<file path="config.mk">
export PLATFORM = sky130hd
export DESIGN_NAME = triangle_bbox_rasterizer_core
export DESIGN_NICKNAME = d
export VERILOG_FILES = /design/src/hw/rtl/tbr_pkg.sv /design/src/hw/rtl/triangle_bbox_rasterizer_core.sv /design/src/hw/rtl/tbr_coverage.sv
export VERILOG_INCLUDE_DIRS = /design/src /design/src/hw/rtl
export SDC_FILE = /design/constraint.sdc
export NUM_CORES = 2
export LEC_CHECK = 0
export BUFFER_PORTS_ARGS = -buffer_cell sky130_fd_sc_hd__buf_2
export CORE_MARGIN = 2
export CORE_UTILIZATION = 45
export DETAILED_ROUTE_END_ITERATION = 8
export GPL_TIMING_DRIVEN = 0
export PLACE_DENSITY = 0.7
export SYNTH_ARGS = -nofsm -noshare
export SYNTH_HDL_FRONTEND = slang
export SYNTH_SLANG_ARGS = --single-unit
</file>
<file path="constraint.sdc">
create_clock -name clk -period 23.9 [get_ports clk]
set_input_delay 4.78 -clock clk [delete_from_list [all_inputs] [get_ports clk]]
set_output_delay 4.78 -clock clk [all_outputs]
set_load 0.02 [all_outputs]
</file>
<file path="src/hw/rtl/assert_macros.svh">
// ----------------------------------------------------------------------------
// assert_macros.svh
// Shared assertion macros. Every user module has clk and rst_n in scope.
// ----------------------------------------------------------------------------
`ifndef ASSERT_MACROS_SVH
`define ASSERT_MACROS_SVH

// Property checked at every edge outside reset
`define ASSERT_ALWAYS(label, prop, msg) \
    label: assert property (@(posedge clk) disable iff (!rst_n) (prop)) else $error(msg);

// When the antecedent holds, the consequent holds at the next edge
`define ASSERT_NEXT(label, ante, cons, msg) \
    label: assert property (@(posedge clk) disable iff (!rst_n) (ante) |=> (cons)) \
        else $error(msg);

`endif

</file>
<file path="src/hw/rtl/tbr_pkg.sv">
// ----------------------------------------------------------------------------
// tbr_pkg
// Shared constants and register codes of the triangle bounding-box rasterizer.
// ----------------------------------------------------------------------------
package tbr_pkg;

    // Default vertex coordinate width
    localparam int COORD_BITS_DEF = 12;

    // Vertex register file
    localparam int NUM_REGS = 6;
    localparam int CFG_IDX_BITS = 3;

    // Register indexes on the configuration port
    typedef enum logic [CFG_IDX_BITS-1:0] {
        REG_A_X = 3'd0,
        REG_A_Y = 3'd1,
        REG_B_X = 3'd2,
        REG_B_Y = 3'd3,
        REG_C_X = 3'd4,
        REG_C_Y = 3'd5
    } tbr_reg_t;

endpackage

</file>
<file path="src/hw/rtl/triangle_bbox_rasterizer_core.sv">
// ----------------------------------------------------------------------------
// triangle_bbox_rasterizer_core
// Walks the bounding box of a configured triangle and flags covered positions.
// ----------------------------------------------------------------------------
// Usage:
//   Vertices are written on the cfg port (cfg_we, cfg_index, cfg_data) while
//   no request is in flight. Each request on the input channel (in_valid,
//   in_stall, restart) yields exactly one result on the output channel
//   (out_valid, out_stall, pixel_x, pixel_y, covered, last).
//   restart=1 jumps to the box corner (min x, min y); restart=0 steps to the
//   next position: y fastest, then x. After (max x, max y), flagged by last,
//   the walk wraps to the corner. A stored position outside the current box
//   also restarts at the corner.
//   Each request passes the position register, the product register and the
//   output register, which takes the edge sums and sign test. One request per
//   cycle is sustained while out_stall is low. Reset clears the vertices to
//   zero and makes the first request emit the corner. While out_stall holds,
//   the result stays put; up to three requests are buffered before in_stall
//   rises.
// ----------------------------------------------------------------------------
`include "assert_macros.svh"

module triangle_bbox_rasterizer_core #(
    parameter int COORD_BITS = tbr_pkg::COORD_BITS_DEF
) (
    input  logic                              clk,
    input  logic                              rst_n,
    // configuration
    input  logic                              cfg_we,
    input  logic [tbr_pkg::CFG_IDX_BITS-1:0]  cfg_index,
    input  logic [COORD_BITS-1:0]             cfg_data,
    // request channel
    input  logic                              in_valid,
    output logic                              in_stall,
    input  logic                              restart,
    // result channel
    output logic                              out_valid,
    input  logic                              out_stall,
    output logic signed [COORD_BITS-1:0]      pixel_x,
    output logic signed [COORD_BITS-1:0]      pixel_y,
    output logic                              covered,
    output logic                              last
);

    logic [tbr_pkg::NUM_REGS-1:0][COORD_BITS-1:0] vtx_reg;

    logic signed [COORD_BITS-1:0] scan_x_reg, scan_y_reg;
    logic                         at_start_reg;

    logic signed [COORD_BITS-1:0] ax, ay, bx, by, cx, cy;
    logic signed [COORD_BITS-1:0] lo_x, hi_x, lo_y, hi_y;
    logic signed [COORD_BITS-1:0] px_next, py_next;
    logic                         inside_box, jump, last_next, accept;

    assign ax = vtx_reg[tbr_pkg::REG_A_X];
    assign ay = vtx_reg[tbr_pkg::REG_A_Y];
    assign bx = vtx_reg[tbr_pkg::REG_B_X];
    assign by = vtx_reg[tbr_pkg::REG_B_Y];
    assign cx = vtx_reg[tbr_pkg::REG_C_X];
    assign cy = vtx_reg[tbr_pkg::REG_C_Y];

    assign accept = in_valid && !in_stall;

    // Vertex register writes; unused indexes are ignored
    always_ff @(posedge clk or negedge rst_n)
    begin
        if (!rst_n)
        begin
            vtx_reg <= '0;
        end
        else if (cfg_we)
        begin
            unique case (tbr_pkg::tbr_reg_t'(cfg_index))
                tbr_pkg::REG_A_X: vtx_reg[tbr_pkg::REG_A_X] <= cfg_data;
                tbr_pkg::REG_A_Y: vtx_reg[tbr_pkg::REG_A_Y] <= cfg_data;
                tbr_pkg::REG_B_X: vtx_reg[tbr_pkg::REG_B_X] <= cfg_data;
                tbr_pkg::REG_B_Y: vtx_reg[tbr_pkg::REG_B_Y] <= cfg_data;
                tbr_pkg::REG_C_X: vtx_reg[tbr_pkg::REG_C_X] <= cfg_data;
                tbr_pkg::REG_C_Y: vtx_reg[tbr_pkg::REG_C_Y] <= cfg_data;
                default: ;
            endcase
        end
    end

    // Bounding box
    always_comb
    begin
        lo_x = ax;
        hi_x = ax;
        lo_y = ay;
        hi_y = ay;
        if (bx < lo_x) lo_x = bx;
        if (cx < lo_x) lo_x = cx;
        if (bx > hi_x) hi_x = bx;
        if (cx > hi_x) hi_x = cx;
        if (by < lo_y) lo_y = by;
        if (cy < lo_y) lo_y = cy;
        if (by > hi_y) hi_y = by;
        if (cy > hi_y) hi_y = cy;
    end

    // Next scan position
    always_comb
    begin
        inside_box = (scan_x_reg >= lo_x) && (scan_x_reg <= hi_x)
                  && (scan_y_reg >= lo_y) && (scan_y_reg <= hi_y);
        jump = restart || at_start_reg || !inside_box
            || ((scan_x_reg == hi_x) && (scan_y_reg == hi_y));
        priority if (jump)
        begin
            px_next = lo_x;
            py_next = lo_y;
        end
        else if (scan_y_reg < hi_y)
        begin
            px_next = scan_x_reg;
            py_next = scan_y_reg + COORD_BITS'(1);
        end
        else
        begin
            px_next = scan_x_reg + COORD_BITS'(1);
            py_next = lo_y;
        end
        last_next = (px_next == hi_x) && (py_next == hi_y);
    end

    // Scan state advances on each accepted request
    always_ff @(posedge clk or negedge rst_n)
    begin
        if (!rst_n)
        begin
            scan_x_reg   <= '0;
            scan_y_reg   <= '0;
            at_start_reg <= 1'b1;
        end
        else if (accept)
        begin
            scan_x_reg   <= px_next;
            scan_y_reg   <= py_next;
            at_start_reg <= 1'b0;
        end
    end

    // Coverage pipeline and output register
    tbr_coverage #(
        .COORD_BITS (COORD_BITS)
    ) u_coverage (
        .clk       (clk),
        .rst_n     (rst_n),
        .in_valid  (in_valid),
        .in_stall  (in_stall),
        .pos_x     (px_next),
        .pos_y     (py_next),
        .pos_last  (last_next),
        .vtx       (vtx_reg),
        .out_valid (out_valid),
        .out_stall (out_stall),
        .pixel_x   (pixel_x),
        .pixel_y   (pixel_y),
        .covered   (covered),
        .last      (last)
    );

    // Checks
    `ASSERT_NEXT(a_restart_corner, accept && restart, (scan_x_reg == $past(lo_x)) && (scan_y_reg == $past(lo_y)), "restart missed corner")
    `ASSERT_NEXT(a_start_cleared, accept, !at_start_reg, "start flag stuck")

endmodule

</file>
<file path="src/hw/rtl/tbr_coverage.sv">
// ----------------------------------------------------------------------------
// tbr_coverage
// Edge-function pipeline: position register, product stage, then
// sum and sign test into the output register. Valid/stall on both sides.
// ----------------------------------------------------------------------------
`include "assert_macros.svh"

module tbr_coverage #(
    parameter int COORD_BITS = tbr_pkg::COORD_BITS_DEF
) (
    input  logic                                         clk,
    input  logic                                         rst_n,
    // position side
    input  logic                                         in_valid,
    output logic                                         in_stall,
    input  logic signed [COORD_BITS-1:0]                 pos_x,
    input  logic signed [COORD_BITS-1:0]                 pos_y,
    input  logic                                         pos_last,
    // vertex registers, indexed by tbr_reg_t
    input  logic [tbr_pkg::NUM_REGS-1:0][COORD_BITS-1:0] vtx,
    // result side
    output logic                                         out_valid,
    input  logic                                         out_stall,
    output logic signed [COORD_BITS-1:0]                 pixel_x,
    output logic signed [COORD_BITS-1:0]                 pixel_y,
    output logic                                         covered,
    output logic                                         last
);

    localparam int DW = COORD_BITS + 1;        // coordinate difference
    localparam int PW = 2 * COORD_BITS + 2;    // product
    localparam int SW = 2 * COORD_BITS + 4;    // edge sums

    logic signed [COORD_BITS-1:0] ax, ay, bx, by, cx, cy;

    // stage 1: position
    logic                         s1_valid_reg;
    logic signed [COORD_BITS-1:0] s1_x_reg, s1_y_reg;
    logic                         s1_last_reg;

    // stage 2: products
    logic                         s2_valid_reg;
    logic signed [COORD_BITS-1:0] s2_x_reg, s2_y_reg;
    logic                         s2_last_reg;
    logic signed [PW-1:0]         m0_reg, m1_reg, m2_reg, m3_reg, m4_reg, m5_reg;

    // output register
    logic                         out_valid_reg;
    logic signed [COORD_BITS-1:0] out_x_reg, out_y_reg;
    logic                         out_cov_reg, out_last_reg;

    logic rdy_o, rdy_2, rdy_1;

    logic signed [DW-1:0] d_bax, d_cay, d_cax, d_bay, d_acx, d_acy;
    logic signed [DW-1:0] d_pxc, d_pyc, d_pxa, d_pya;
    logic signed [PW-1:0] m0_next, m1_next, m2_next, m3_next, m4_next, m5_next;

    logic signed [SW-1:0] area, beta, gamma, alpha;
    logic                 area_pos, area_nz, cov_next;

    assign ax = vtx[tbr_pkg::REG_A_X];
    assign ay = vtx[tbr_pkg::REG_A_Y];
    assign bx = vtx[tbr_pkg::REG_B_X];
    assign by = vtx[tbr_pkg::REG_B_Y];
    assign cx = vtx[tbr_pkg::REG_C_X];
    assign cy = vtx[tbr_pkg::REG_C_Y];

    // Stage readiness: a stage takes a request when empty or draining
    assign rdy_o    = !out_valid_reg || !out_stall;
    assign rdy_2    = !s2_valid_reg || rdy_o;
    assign rdy_1    = !s1_valid_reg || rdy_2;
    assign in_stall = !rdy_1;

    // Coordinate differences, one bit wider than the coordinates
    always_comb
    begin
        d_bax = DW'(bx) - DW'(ax);
        d_cay = DW'(cy) - DW'(ay);
        d_cax = DW'(cx) - DW'(ax);
        d_bay = DW'(by) - DW'(ay);
        d_acx = DW'(ax) - DW'(cx);
        d_acy = DW'(ay) - DW'(cy);
        d_pxc = DW'(s1_x_reg) - DW'(cx);
        d_pyc = DW'(s1_y_reg) - DW'(cy);
        d_pxa = DW'(s1_x_reg) - DW'(ax);
        d_pya = DW'(s1_y_reg) - DW'(ay);
    end

    // Six independent products
    always_comb
    begin
        m0_next = d_bax * d_cay;    // area terms
        m1_next = d_cax * d_bay;
        m2_next = d_acx * d_pyc;    // beta terms
        m3_next = d_pxc * d_acy;
        m4_next = d_bax * d_pya;    // gamma terms
        m5_next = d_pxa * d_bay;
    end

    // Edge sums and barycentric sign test; zero counts as inside
    always_comb
    begin
        area     = SW'(m0_reg) - SW'(m1_reg);
        beta     = SW'(m2_reg) - SW'(m3_reg);
        gamma    = SW'(m4_reg) - SW'(m5_reg);
        alpha    = area - beta - gamma;
        area_nz  = (area != '0);
        area_pos = area_nz && !area[SW-1];
        if (area_pos)
        begin
            cov_next = !beta[SW-1] && !gamma[SW-1] && !alpha[SW-1];
        end
        else
        begin
            cov_next = area_nz
                && (beta[SW-1] || beta == '0)
                && (gamma[SW-1] || gamma == '0)
                && (alpha[SW-1] || alpha == '0);
        end
    end

    // Valid bits
    always_ff @(posedge clk or negedge rst_n)
    begin
        if (!rst_n)
        begin
            s1_valid_reg  <= 1'b0;
            s2_valid_reg  <= 1'b0;
            out_valid_reg <= 1'b0;
        end
        else
        begin
            if (rdy_1)
            begin
                s1_valid_reg <= in_valid;
            end
            if (rdy_2)
            begin
                s2_valid_reg <= s1_valid_reg;
            end
            if (rdy_o)
            begin
                out_valid_reg <= s2_valid_reg;
            end
        end
    end

    // Payload registers
    always_ff @(posedge clk)
    begin
        if (rdy_1 && in_valid)
        begin
            s1_x_reg    <= pos_x;
            s1_y_reg    <= pos_y;
            s1_last_reg <= pos_last;
        end
        if (rdy_2 && s1_valid_reg)
        begin
            s2_x_reg    <= s1_x_reg;
            s2_y_reg    <= s1_y_reg;
            s2_last_reg <= s1_last_reg;
            m0_reg      <= m0_next;
            m1_reg      <= m1_next;
            m2_reg      <= m2_next;
            m3_reg      <= m3_next;
            m4_reg      <= m4_next;
            m5_reg      <= m5_next;
        end
        if (rdy_o && s2_valid_reg)
        begin
            out_x_reg    <= s2_x_reg;
            out_y_reg    <= s2_y_reg;
            out_cov_reg  <= cov_next;
            out_last_reg <= s2_last_reg;
        end
    end

    assign out_valid = out_valid_reg;
    assign pixel_x   = out_x_reg;
    assign pixel_y   = out_y_reg;
    assign covered   = out_cov_reg;
    assign last      = out_last_reg;

    // Checks
    `ASSERT_NEXT(a_accept_fills_s1, in_valid && !in_stall, s1_valid_reg, "accepted request lost")
    `ASSERT_ALWAYS(a_out_from_s2, $rose(out_valid_reg) |-> $past(s2_valid_reg), "result from nothing")

endmodule

</file>
==> flow_summary.toml <==
[placed_design]
post-dp-hpwl_um = 167000
gp_congestion = 0.982
place_inst = 8697
port_buffers = 48

[critical_path]
worstRegToRegCells = 34
required_ns = 24.30
cp_max_fo = 10
slowest_delay_ns = 0.67
cp_num_buf_inv = 6
slowest_stage = "o41ai_1"
r2r_slack_ns = 12.87
critPathKind = "reg -> reg"
reg2reg_from = "ax[1]"
start_kind = "flip-flop"
reg2reg_to = "u_coverage.m1_reg[25]"
crit_family = "compound AO/OA/AOI/OAI gates"
cp.arrival_ns = 11.43
worstSetupEndpointType = "flip-flop"

[synthesis]
ys_seq_elements = 332
syn_area_per_cell_um2 = 9.40
ys_async_sr_fraction_pct = 30.1
synth_warnings = 0
synth_edf_count = 232
yosysUniqueCellTypes = 95
netlist_area_mm2 = 0.0635
yosysSeqAreaShare_pct = 14.9
synth_top_area_share_pct = 32.0
ys.flop_type = "edfxtp_1"
synth_cells = 6758
synth_fp_nets = 8515
yosysTopAreaCell = "fa_1"
synthTopCellsByArea = "fa_1 32%, ha_1 14%, edfxtp_1 11%, inv_1 7.2%, nand2_1 4.5%"

[cells_and_area]
fill_cells = 13125
area_growth_pct = 6.98
fin_cells = 8774
drive_gt1_share_pct = 4.32
fin_nets = 8621

[clock_network]
cts_resized = 0
cts_buffer_depth = 3
cts_root_buffer = "clkbuf_16"
clkTransAtPathRegs_ns = 0.07
cts_sinks = 332
postCtsHoldBufs = 0
cts_inserted_buffers = 41
clk_latency_ns = 0.65
cts_setup_buffers = 0
cts_tree = "yes"
htreeDepth = 2

[floorplan]
num_rows = 137
ios = 49
die_area_mm2 = 0.144
start_util_pct = 45.4
die_y_um = 380
core-area_mm2 = 0.140
die_x_um = 380

[global_routing]
grt_util_all_layers_pct = 27.2
grt_pass1_vias = 50169
antenna_found_initial = 9
grt.busiest_layer = "met2"
met3_usage_pct = 4.31
grt_max_degree = 74
grt.met2_usage_pct = 44.6
grt_pass1_wl_um = 299000
grt-ovfl-total = 0
met1_usage_pct = 34.1

[hold_path]
whs_path_depth = 0
hp-class = "reg -> reg"
hold_end = "u_coverage.pixel_x[9]"
hp-start = "u_coverage.s2_x_reg[9]"

[routing]
detail-route-antenna-nets = 0
drtPass1Iterations = 6
drc_errors = 0
via_per_inst = 5.57
routedWlPerCell_um = 22.5
routed_wirelength_um = 197000
drt_iter0_markers = 3925
num_vias = 48914

[sta]
relSlewSlack_pct = -0.208
fin_skew_ns = 0.0234
setup-violations-final = 0
rsz0062_at_grt = "false"
tightest_slew_ns = 1.49
hold_viol = 0
min_period_over_period_pct = 46.1
final.setup.tns_ns = 0
report.final.slew_viol_count = 1
timing.fmax_ghz = 0.0907
period_minus_slack_ns = 11.03

[job]
drv_cap = 2

[run_status]
status = "finished with violations"
violations = "max-capacitance violations, max-slew violations"
## synth_stat cells (101+ instances only)
| cell type | n |
|---|---|
| inv_1 | 1216 |
| o21ai_0 | 173 |
| fa_1 | 1014 |
| ha_1 | 722 |
| nand2_1 | 762 |
| edfxtp_1 | 232 |
| clkbuf_1 | 144 |
| a21oi_1 | 290 |
| xor2_1 | 129 |
| xnor2_1 | 302 |
| nor2b_1 | 101 |
| nor2_1 | 446 |
## cells in the final DEF (no fill, tap or decap), drive strengths merged, types with 11 or more instances in the layout
cell type  netlist  routed
xnor2          302     302
or2             27      27
mux2i           56      56
dfrtp           99      99
a21o            90      90
mux2            78      78
ha             722     722
o31a            12      12
nand3           79      79
and3            29      29
o21bai          77      77
nand2          763     763
nor2           450     450
nor2b          101     101
a2111oi         11      11
o21ai          182     182
or3             19      19
nor3b           12      12
xor2           129     129
nand2b          93      93
nand4           47      47
a21boi          12      12
clkbuf         144     193
o21a            41      41
o31ai           21      21
nor3            73      73
o22ai           13      13
a21oi          291     291
inv           1217    1223
clkinv           1      14
o211ai          20      20
a31oi           28      28
buf             19      82
a211oi          31      31
fa            1014    1014
nor4            11      11
and2            66      66
edfxtp         232     232
## layout make-up
cell class | count | area (µm²) | share of cell area (%)
Timing Repair Buffer | 63 | 536 | 0.788
Multi-Input combinational cell | 5045 | 49000 | 72.1
Buffer | 163 | 644 | 0.948
Clock buffer | 49 | 1110 | 1.63
Antenna cell | 1 | 2.50 | 0.00368
Clock inverter | 27 | 293 | 0.431
Sequential cell | 332 | 9470 | 13.9
Inverter | 1218 | 4570 | 6.73
Tap cell | 1876 | 2350 | 3.45
## layer usage
metal / routed length (µm) / up-vias
met2: 90800 / 1953
met5: 75 / -
met1: 78500 / 24482
met4: 13700 / 12
li1: - / 22011
met3: 14200 / 456
## per-stage QoR
step / hold slack [ns] / setup WS, ns / utilization (%) / instance area [µm²]
detailed placement: 0.405 / 12.97 / 47.6 / 66600
finish: 0.417 / 12.87 / 48.6 / 68000
global route: 0.424 / 12.36 / 48.6 / 68000
floorplan: 0.400 / 14.07 / - / 63500
CTS: 0.420 / 12.96 / 48.6 / 68000
global placement: 0.404 / 11.62 / 47.3 / 66100
## logic make-up after synthesis
family | after synthesis | share of synthesized area, %
AND/OR/NAND/NOR | 1818 | 13.1
adder cells (fa/ha/maj) | 1736 | 46.2
buffers and inverters | 1381 | 8.21
AO/OA/AOI/OAI | 926 | 9.40
XOR/XNOR | 431 | 5.94
flip-flops | 332 | 14.9
multiplexers | 134 | 2.28
## worst max-delay path by stage
stage | from | to | slack (ns) | depth (start not counted)
2_1_floorplan | out_stall | in_stall | 14.07 | 2
3_3_place_gp | out_stall | u_coverage.m4_reg[25] | 11.62 | 3
3_5_place_dp | ax[1] | u_coverage.m1_reg[25] | 12.97 | 34
4_1_cts | ax[1] | u_coverage.m1_reg[25] | 12.96 | 34
5_1_grt | ax[1] | u_coverage.m1_reg[25] | 12.36 | 34
6_report | ax[1] | u_coverage.m1_reg[25] | 12.87 | 34
Power is left out: the tool's default activity adds up to more than one toggle a clock period on the data nets, which glitch-free logic cannot reach.
